<file path="config.mk">
export PLATFORM = sky130hd
export DESIGN_NAME = ultrasonic_echo_ranger
export DESIGN_NICKNAME = d
export VERILOG_FILES = /design/src/rtl/core/uer_pkg.sv /design/src/rtl/core/uer_cfg_regs.sv /design/src/rtl/core/uer_in_stage.sv /design/src/rtl/core/uer_core.sv /design/src/rtl/core/ultrasonic_echo_ranger.sv
export SDC_FILE = /design/constraint.sdc
export NUM_CORES = 1
export LEC_CHECK = 0
export BUFFER_PORTS_ARGS = -buffer_cell sky130_fd_sc_hd__buf_4
export CORE_MARGIN = 3
export CORE_UTILIZATION = 69
export DETAILED_ROUTE_END_ITERATION = 8
export GPL_TIMING_DRIVEN = 0
export PLACE_DENSITY = 0.88
export SYNTH_ARGS = -nofsm -noshare
export SYNTH_HDL_FRONTEND = slang
export SYNTH_SLANG_ARGS = --single-unit
</file>
<file path="constraint.sdc">
create_clock -name clk -period 13.02 [get_ports clk]
set_input_delay 0 -clock clk [delete_from_list [all_inputs] [get_ports clk]]
set_output_delay 0 -clock clk [all_outputs]
set_load 0.01 [all_outputs]
</file>
<file path="src/rtl/core/uer_pkg.sv">
// shared types and constants for the ultrasonic echo ranger
// no dependencies; imported by every module of the block
`default_nettype none

package uer_pkg;

  // counter and register widths
  localparam int unsigned CNT_W   = 24;
  localparam int unsigned ECHO_W  = 16;
  localparam int unsigned TRIG_W  = 8;
  localparam int unsigned SCALE_W = 16;
  localparam int unsigned DIST_W  = 32;
  localparam int unsigned CFG_IDX_W  = 2;
  localparam int unsigned CFG_DATA_W = 24;

  // echo counter wraps to zero after this count
  localparam logic [ECHO_W-1:0] ECHO_WRAP = 16'd65534;
  localparam logic [CNT_W-1:0]  CNT_MAX   = {CNT_W{1'b1}};

  // register reset values
  localparam logic [TRIG_W-1:0]  TRIG_WIDTH_RST = 8'd20;
  localparam logic [CNT_W-1:0]   PACE_RST       = 24'd100000;
  localparam logic [CNT_W-1:0]   TIMEOUT_RST    = 24'd1500000;
  localparam logic [SCALE_W-1:0] SCALE_RST      = 16'd1114;

  // register indexes on the configuration port
  typedef enum logic [CFG_IDX_W-1:0] {
    REG_TRIG_WIDTH = 2'd0,
    REG_PACE       = 2'd1,
    REG_TIMEOUT    = 2'd2,
    REG_SCALE      = 2'd3
  } cfg_idx_t;

  // configuration values seen by the core
  typedef struct packed {
    logic [TRIG_W-1:0]  trigger_width;
    logic [CNT_W-1:0]   pace_interval;
    logic [CNT_W-1:0]   echo_timeout;
    logic [SCALE_W-1:0] distance_scale;
  } cfg_t;

endpackage

`default_nettype wire

</file>
<file path="src/rtl/core/uer_cfg_regs.sv">
// configuration register file of the ultrasonic echo ranger
// depends on uer_pkg for register indexes, widths and reset values
`default_nettype none

module uer_cfg_regs
  import uer_pkg::*;
(
  input  wire logic                  clk,
  input  wire logic                  rst_n,
  input  wire logic                  cfg_valid,
  output logic                       cfg_ready,
  input  wire logic [CFG_IDX_W-1:0]  cfg_index,
  input  wire logic [CFG_DATA_W-1:0] cfg_data,
  output cfg_t                       cfg
);

  cfg_t cfg_r, cfg_nxt;

  // writes are always taken
  assign cfg_ready = 1'b1;

  // decode the write beat
  always_comb begin
    cfg_nxt = cfg_r;
    if (cfg_valid) begin
      unique case (cfg_idx_t'(cfg_index))
        REG_TRIG_WIDTH: cfg_nxt.trigger_width  = cfg_data[TRIG_W-1:0];
        REG_PACE:       cfg_nxt.pace_interval  = cfg_data[CNT_W-1:0];
        REG_TIMEOUT:    cfg_nxt.echo_timeout   = cfg_data[CNT_W-1:0];
        REG_SCALE:      cfg_nxt.distance_scale = cfg_data[SCALE_W-1:0];
        default:        cfg_nxt = cfg_r;
      endcase
    end
  end

  always_ff @(posedge clk) begin
    if (!rst_n) begin
      cfg_r.trigger_width  <= TRIG_WIDTH_RST;
      cfg_r.pace_interval  <= PACE_RST;
      cfg_r.echo_timeout   <= TIMEOUT_RST;
      cfg_r.distance_scale <= SCALE_RST;
    end else begin
      cfg_r <= cfg_nxt;
    end
  end

  assign cfg = cfg_r;

endmodule

`default_nettype wire

</file>
<file path="src/rtl/core/uer_in_stage.sv">
// input register of the ultrasonic echo ranger: holds one echo sample beat
// depends on uer_pkg only by convention; no types used beyond logic
`default_nettype none

module uer_in_stage
  import uer_pkg::*;
(
  input  wire logic clk,
  input  wire logic rst_n,
  input  wire logic in_valid,
  output logic      in_ready,
  input  wire logic in_echo_level,
  input  wire logic take,
  output logic      s1_valid,
  output logic      s1_level
);

  logic s1_valid_r, s1_valid_nxt;
  logic s1_level_r, s1_level_nxt;

  // room when empty or when the held beat moves on this cycle
  assign in_ready = !s1_valid_r || take;

  always_comb begin
    s1_valid_nxt = s1_valid_r;
    s1_level_nxt = s1_level_r;
    if (take) begin
      s1_valid_nxt = 1'b0;
    end
    if (in_valid && in_ready) begin
      s1_valid_nxt = 1'b1;
      s1_level_nxt = in_echo_level;
    end
  end

  always_ff @(posedge clk) begin
    if (!rst_n) begin
      s1_valid_r <= 1'b0;
    end else begin
      s1_valid_r <= s1_valid_nxt;
    end
  end

  // sample bit needs no reset
  always_ff @(posedge clk) begin
    s1_level_r <= s1_level_nxt;
  end

  assign s1_valid = s1_valid_r;
  assign s1_level = s1_level_r;

endmodule

`default_nettype wire

</file>
<file path="src/rtl/core/uer_core.sv">
// tick update and result register of the ultrasonic echo ranger
// depends on uer_pkg for cfg_t, widths and the echo wrap count
`default_nettype none

module uer_core
  import uer_pkg::*;
(
  input  wire logic               clk,
  input  wire logic               rst_n,
  input  cfg_t                    cfg,
  input  wire logic               s1_valid,
  input  wire logic               s1_level,
  output logic                    take,
  output logic                    out_valid,
  input  wire logic               out_ready,
  output logic                    out_trigger_level,
  output logic                    out_busy_res,
  output logic                    out_result_valid,
  output logic                    out_timed_out,
  output logic [ECHO_W-1:0]       out_echo_time_us,
  output logic [DIST_W-1:0]       out_distance_q16
);

  // ranging state
  logic              echo_prev_r, echo_prev_nxt;
  logic              await_fall_r, await_fall_nxt;
  logic [ECHO_W-1:0] echo_cnt_r, echo_cnt_nxt;
  logic              in_flight_r, in_flight_nxt;
  logic [TRIG_W-1:0] trig_left_r, trig_left_nxt;
  logic [CNT_W-1:0]  pace_cnt_r, pace_cnt_nxt;
  logic [CNT_W-1:0]  since_trig_r, since_trig_nxt;
  logic [ECHO_W-1:0] last_time_r, last_time_nxt;
  logic [DIST_W-1:0] last_dist_r, last_dist_nxt;

  // result register
  logic out_valid_r, out_valid_nxt;
  logic trig_r, trig_nxt;
  logic done_r, done_nxt;
  logic tout_r, tout_nxt;

  // the held beat is processed when the result register can load
  assign take = s1_valid && (!out_valid_r || out_ready);

  // one tick of the ranger
  always_comb begin
    echo_prev_nxt  = echo_prev_r;
    await_fall_nxt = await_fall_r;
    echo_cnt_nxt   = echo_cnt_r;
    in_flight_nxt  = in_flight_r;
    trig_left_nxt  = trig_left_r;
    pace_cnt_nxt   = pace_cnt_r;
    since_trig_nxt = since_trig_r;
    last_time_nxt  = last_time_r;
    last_dist_nxt  = last_dist_r;
    trig_nxt       = 1'b0;
    done_nxt       = 1'b0;
    tout_nxt       = 1'b0;

    if (take) begin
      // free-running counters
      echo_cnt_nxt   = (echo_cnt_r >= ECHO_WRAP) ? '0 : echo_cnt_r + 1'b1;
      pace_cnt_nxt   = (pace_cnt_r == CNT_MAX) ? CNT_MAX : pace_cnt_r + 1'b1;
      since_trig_nxt = (since_trig_r == CNT_MAX) ? CNT_MAX : since_trig_r + 1'b1;

      // pacing decision: launch or abandon
      if (pace_cnt_nxt > cfg.pace_interval) begin
        if (!in_flight_r) begin
          trig_left_nxt  = cfg.trigger_width;
          since_trig_nxt = '0;
          in_flight_nxt  = 1'b1;
        end else if (since_trig_nxt > cfg.echo_timeout) begin
          in_flight_nxt = 1'b0;
          tout_nxt      = 1'b1;
        end
        pace_cnt_nxt = '0;
      end

      // trigger pulse
      if (trig_left_nxt != '0) begin
        trig_nxt      = 1'b1;
        trig_left_nxt = trig_left_nxt - 1'b1;
      end

      // echo edges
      if (!await_fall_r) begin
        if (!echo_prev_r && s1_level) begin
          echo_cnt_nxt   = '0;
          await_fall_nxt = 1'b1;
        end
      end else if (echo_prev_r && !s1_level) begin
        last_time_nxt  = echo_cnt_nxt;
        last_dist_nxt  = {{(DIST_W-ECHO_W){1'b0}}, echo_cnt_nxt}
                       * {{(DIST_W-SCALE_W){1'b0}}, cfg.distance_scale};
        await_fall_nxt = 1'b0;
        in_flight_nxt  = 1'b0;
        done_nxt       = 1'b1;
      end
      echo_prev_nxt = s1_level;
    end
  end

  // result beat occupancy
  always_comb begin
    out_valid_nxt = out_valid_r;
    if (out_ready) begin
      out_valid_nxt = 1'b0;
    end
    if (take) begin
      out_valid_nxt = 1'b1;
    end
  end

  always_ff @(posedge clk) begin
    if (!rst_n) begin
      echo_prev_r  <= 1'b0;
      await_fall_r <= 1'b0;
      echo_cnt_r   <= '0;
      in_flight_r  <= 1'b0;
      trig_left_r  <= '0;
      pace_cnt_r   <= '0;
      since_trig_r <= '0;
      last_time_r  <= '0;
      last_dist_r  <= '0;
      out_valid_r  <= 1'b0;
    end else begin
      echo_prev_r  <= echo_prev_nxt;
      await_fall_r <= await_fall_nxt;
      echo_cnt_r   <= echo_cnt_nxt;
      in_flight_r  <= in_flight_nxt;
      trig_left_r  <= trig_left_nxt;
      pace_cnt_r   <= pace_cnt_nxt;
      since_trig_r <= since_trig_nxt;
      last_time_r  <= last_time_nxt;
      last_dist_r  <= last_dist_nxt;
      out_valid_r  <= out_valid_nxt;
    end
  end

  // per-beat flags load only with a new result
  always_ff @(posedge clk) begin
    if (take) begin
      trig_r <= trig_nxt;
      done_r <= done_nxt;
      tout_r <= tout_nxt;
    end
  end

  // held values change only when a new result loads, so they drive the beat
  assign out_valid         = out_valid_r;
  assign out_trigger_level = trig_r;
  assign out_busy_res      = in_flight_r;
  assign out_result_valid  = done_r;
  assign out_timed_out     = tout_r;
  assign out_echo_time_us  = last_time_r;
  assign out_distance_q16  = last_dist_r;

endmodule

`default_nettype wire

</file>
<file path="src/rtl/core/ultrasonic_echo_ranger.sv">
// Ultrasonic echo ranger: feed one beat per microsecond tick carrying the sampled
// echo pin level; every input beat yields exactly one result beat with the trigger
// pin drive, the busy flag, result and timeout strobes, and the last echo time and
// Q16 distance in centimetres. One beat is taken every clock cycle while out_ready
// is high; a held result beat stalls in_ready in the same cycle once the input
// register is full. The input register loads on acceptance; the combinational tick
// update, with its 16x16 multiply, loads the result register when the held beat
// is taken. Configuration registers (0 trigger width, 1 pace interval, 2 echo
// timeout, 3 distance scale) are written through the always-ready cfg port; the
// user must write them only while idle; the block itself does not enforce it.
// depends on uer_pkg, uer_cfg_regs, uer_in_stage and uer_core
`default_nettype none

module ultrasonic_echo_ranger
  import uer_pkg::*;
(
  input  wire logic                  clk,
  input  wire logic                  rst_n,
  input  wire logic                  in_valid,
  output logic                       in_ready,
  input  wire logic                  in_echo_level,
  output logic                       out_valid,
  input  wire logic                  out_ready,
  output logic                       out_trigger_level,
  output logic                       out_busy_res,
  output logic                       out_result_valid,
  output logic                       out_timed_out,
  output logic [ECHO_W-1:0]          out_echo_time_us,
  output logic [DIST_W-1:0]          out_distance_q16,
  input  wire logic                  cfg_valid,
  output logic                       cfg_ready,
  input  wire logic [CFG_IDX_W-1:0]  cfg_index,
  input  wire logic [CFG_DATA_W-1:0] cfg_data
);

  cfg_t cfg;
  logic s1_valid;
  logic s1_level;
  logic take;

  uer_cfg_regs u_cfg (
    .clk       (clk),
    .rst_n     (rst_n),
    .cfg_valid (cfg_valid),
    .cfg_ready (cfg_ready),
    .cfg_index (cfg_index),
    .cfg_data  (cfg_data),
    .cfg       (cfg)
  );

  uer_in_stage u_in (
    .clk           (clk),
    .rst_n         (rst_n),
    .in_valid      (in_valid),
    .in_ready      (in_ready),
    .in_echo_level (in_echo_level),
    .take          (take),
    .s1_valid      (s1_valid),
    .s1_level      (s1_level)
  );

  uer_core u_core (
    .clk               (clk),
    .rst_n             (rst_n),
    .cfg               (cfg),
    .s1_valid          (s1_valid),
    .s1_level          (s1_level),
    .take              (take),
    .out_valid         (out_valid),
    .out_ready         (out_ready),
    .out_trigger_level (out_trigger_level),
    .out_busy_res      (out_busy_res),
    .out_result_valid  (out_result_valid),
    .out_timed_out     (out_timed_out),
    .out_echo_time_us  (out_echo_time_us),
    .out_distance_q16  (out_distance_q16)
  );

endmodule

`default_nettype wire

</file>
==> results.toml <==
[sta]
finalHoldViolCount = 0
finalCritPeriodShare = 0.678
skew_ns = 0.0195
fmax_ghz = 0.113
max_slew_margin = 0.281
rsz0062_at_grt = "no"
worst_slew_pin_slew_ns = 1.08
slew_viol_final = 0
min_period_ns = 8.83
setup_viol = 0
hold_slack_ns = 0.0468
fin_setup_tns_ns = 0

[yosys]
mappedNetlistArea_um2 = 18400
ys_types = 74
synth_fp_nets = 2614
ys.flop_type = "dfxtp_1"
postSynthAreaPerCell_um2 = 8.27
synthAdderAreaFrac = 0.317
synth_warnings = 0
seq_area_frac_synth = 0.220
async_flop_share = 0
synth_mux_area_frac = 0.0143
synth-compound-area-share = 0.120
synth-simple-area-share = 0.209
synth_top_family_by_area = "adder cells"
ys_ff_latch = 201
synth_xor_area_frac = 0.0347
synthCells = 2231
synth_edf_count = 4

[setup_path]
r2r-end = "u_core.out_distance_q16[30]"
endpoint_kind = "register"
ff2ff_setup_slack_ns = 4.19
r2r_start = "u_core.echo_cnt_r[0]"
critical_path_class = "register to register"
cp.arrival_ns = 9.25
r2r_cells = 25
cp_data_required_time_ns = 13.44
start_kind = "register"
path_max_fanout = 10

[detailed_routing]
wl_met3_um = 5940
dr_wl_met2_um = 26700
vias = 16900
avgViaCountPerCell = 6.20
routed.top_layer = "met4"
m1WireLength_um = 20300
first_iter_violations = 1532
drt-total-wl_um = 57400
drc = 0
ant_nets = 0
wl_per_cell_um = 21.1
drt_pass1_iterations = 8

[layout]
drive_above_1_share = 0.0741
utilization = 0.791
final_cells = 2723
fin_nets = 2754
n_antenna_cell = 0
syn_to_final_growth_pct = 12.1

[global_routing]
grt_pass1_vias = 17300
globalRouteOverflowTotal = 0
grt_first_pass_wirelength_um = 90500
antenna_found_initial = 0
grt_max_degree = 15
track_usage = 0.402

[cts]
cts_num_sinks = 201
cts_buffers = 24
cts.htree.levels = 1
clkLatencyLatePin_ns = 0.56
cts-resized-gates = 0
clk_pin_slew_ns = 0.06
cts_root_buffer = "clkbuf_16"
cts_tree = "built"
cts_buffer_depth = 3

[hold_path]
min-delay-start = "rst_n"
hp-class = "input pin to register"
hold_depth = 3
holdPathEnd = "u_core.trig_left_r[4]"

[status]
outcome = "completed"

[floorplanning]
core_area_um2 = 26100
ios = 87
rows = 59
dieWidth_um = 169
die_y_um = 169
initial_core_util = 0.706
die-area_um2 = 28700

[power]
power.leakage_nw = 9.64
power.density_nw_per_um2 = 83.3
ir_drop_v = 0.000130
power.total_mw = 1.72

[place]
dp_hpwl_um = 42000
portBuffers = 83
finalWeightedCongestion = 0.956
dp.cells = 2649

[job]
maxCapViolCount = 0
-- synth_stat cells (all sizes together), types with 3 or more instances --
cell type | instances | area share
nand2 | 410 | 0.083
o21ai | 43 | 0.013
nor2b | 8 | 0.0027
o21bai | 4 | 0.0016
edfxtp | 4 | 0.0065
a41oi | 3 | 0.0022
a22oi | 46 | 0.019
nand3b | 5 | 0.0020
buf | 31 | 0.0092
or2 | 6 | 0.0020
o211ai | 20 | 0.0081
a21oi | 147 | 0.040
or3 | 6 | 0.0020
mux2 | 6 | 0.0039
a211oi | 9 | 0.0037
a31oi | 13 | 0.0044
xnor2 | 36 | 0.017
o21a | 9 | 0.0037
and4 | 9 | 0.0043
inv | 286 | 0.058
nor3 | 21 | 0.0057
mux2i | 18 | 0.010
xor2 | 37 | 0.018
dfxtp | 197 | 0.21
o221a | 4 | 0.0024
clkbuf | 82 | 0.017
a21o | 25 | 0.010
nand3 | 58 | 0.016
nor2 | 119 | 0.024
fa | 194 | 0.21
ha | 157 | 0.11
nand2b | 12 | 0.0041
and3 | 14 | 0.0050
nand4 | 24 | 0.0081
and2 | 134 | 0.045
nor4 | 6 | 0.0024
-- kinds of logic after synthesis --
group                    Yosys count
adder cells (fa/ha/maj)          351
AND/OR/NAND/NOR                  835
AO/OA/AOI/OAI                    345
buffers and inverters            401
XOR/XNOR                          73
other                              1
flip-flops                       201
multiplexers                      24
-- sequential cells by signal (all words and copies together) (netlist names) --
signal and count:
u_core.out_echo_time_us 16, u_core.since_trig_r 24, u_core.out_valid 1, u_core.await_fall_r 1, u_core.out_distance_q16 32, u_core.pace_cnt_r 24, u_cfg.cfg 72, u_core.echo_prev_r 1
u_core.out_busy_res 1, u_core.out_trigger_level 1, u_in.s1_level 1, u_core.out_timed_out 1, u_core.out_result_valid 1, u_in.s1_valid 1, u_core.echo_cnt_r 16, u_core.trig_left_r 8
-- timing repair --
action / in CTS / in global routing
buffers inserted: 0 / 0
hold endpoints to repair: 76 / 0
hold buffers: 31 / 0
-- per-layer routing --
| layer | global-route usage | up-vias |
|---|---|---|
| met5 | 0 | - |
| met3 | 0.0853 | 305 |
| met2 | 0.667 | 1035 |
| met4 | 0.254 | 0 |
| li1 | - | 7510 |
| met1 | 0.477 | 8019 |
-- report_power, final --
| group | switching, mW | total, mW | internal (mW) | leakage [nW] |
|---|---|---|---|---|
| Combinational | 0.181 | 0.302 | 0.121 | 7.58 |
| Clock | 0.303 | 0.756 | 0.453 | 0.420 |
| Sequential | 0.0225 | 0.663 | 0.641 | 1.63 |
| Total | 0.506 | 1.72 | 1.22 | 9.64 |
-- worst max path at each step --
stage,start,to,slack [ns],depth (start not counted)
final,u_core.echo_cnt_r[0],u_core.out_distance_q16[30],4.19,25
after global routing,u_core.echo_cnt_r[0],u_core.out_distance_q16[30],3.80,25
after CTS,u_core.echo_cnt_r[0],u_core.out_distance_q16[30],4.41,25
after detailed placement,u_core.echo_cnt_r[2],u_core.out_distance_q16[30],4.45,26
after global placement,u_core.echo_cnt_r[0],u_core.out_distance_q16[30],4.61,26
after floorplan,u_core.echo_cnt_r[2],u_core.out_distance_q16[28],5.86,26
-- worst max-delay path, cell delays in order, from the launching register on --
cell and delay (ns):
dfxtp_1 0.45, ha_1 0.28, nand4_1 0.23, or3_1 0.38, a21oi_1 0.86, buf_2 0.45
nand2_1 0.13, fa_1 0.60, fa_1 0.46, fa_1 0.53, inv_1 0.05, fa_1 0.47
fa_1 0.55, inv_1 0.05, fa_1 0.52, inv_1 0.04, ha_1 0.27, clkbuf_1 0.21
a21oi_1 0.18, o21ai_0 0.22, a221oi_1 0.39, o2111ai_1 0.34, a41oi_1 0.53, a31oi_1 0.30
nand2_1 0.12, o211ai_1 0.09
-- per-stage QoR --
stage / setup WS (ns) / cell area [um2]
finish: 4.19 / 20700
global route: 3.80 / 20700
CTS: 4.41 / 20700
detailed placement: 4.45 / 19500
global placement: 4.61 / 19500
floorplan: 5.86 / 18400
-- cell usage in the layout (no fill, tap or decap), types with 6 or more instances in the layout --
master / n
buf_2: 15
nor2b_1: 8
o21a_1: 9
dfxtp_1: 197
clkbuf_16: 24
a22oi_1: 46
a21oi_1: 147
a211oi_1: 9
and4_1: 9
o211ai_1: 20
inv_1: 286
nor3_1: 21
ha_1: 157
nand3_1: 58
clkbuf_1: 83
a21o_1: 25
nor2_1: 118
nand2_1: 410
or3_1: 6
buf_4: 86
and3_1: 13
mux2i_1: 17
o21ai_0: 35
dlygate4sd3_1: 31
buf_1: 10
and2_1: 132
nand2b_1: 12
a31oi_1: 13
xor2_1: 37
nand4_1: 24
xnor2_1: 36
fa_1: 194
-- cell type report --
class	instances	area (um2)
multi-input cells	1629	12800
fillers	1764	5460
flip-flops and latches	201	4060
inverters	288	1080
repair buffers	114	933
clock buffers	28	636
plain buffers	113	478
well taps	335	419
clock inverters	15	244
Power figures use the tool's default switching activity.
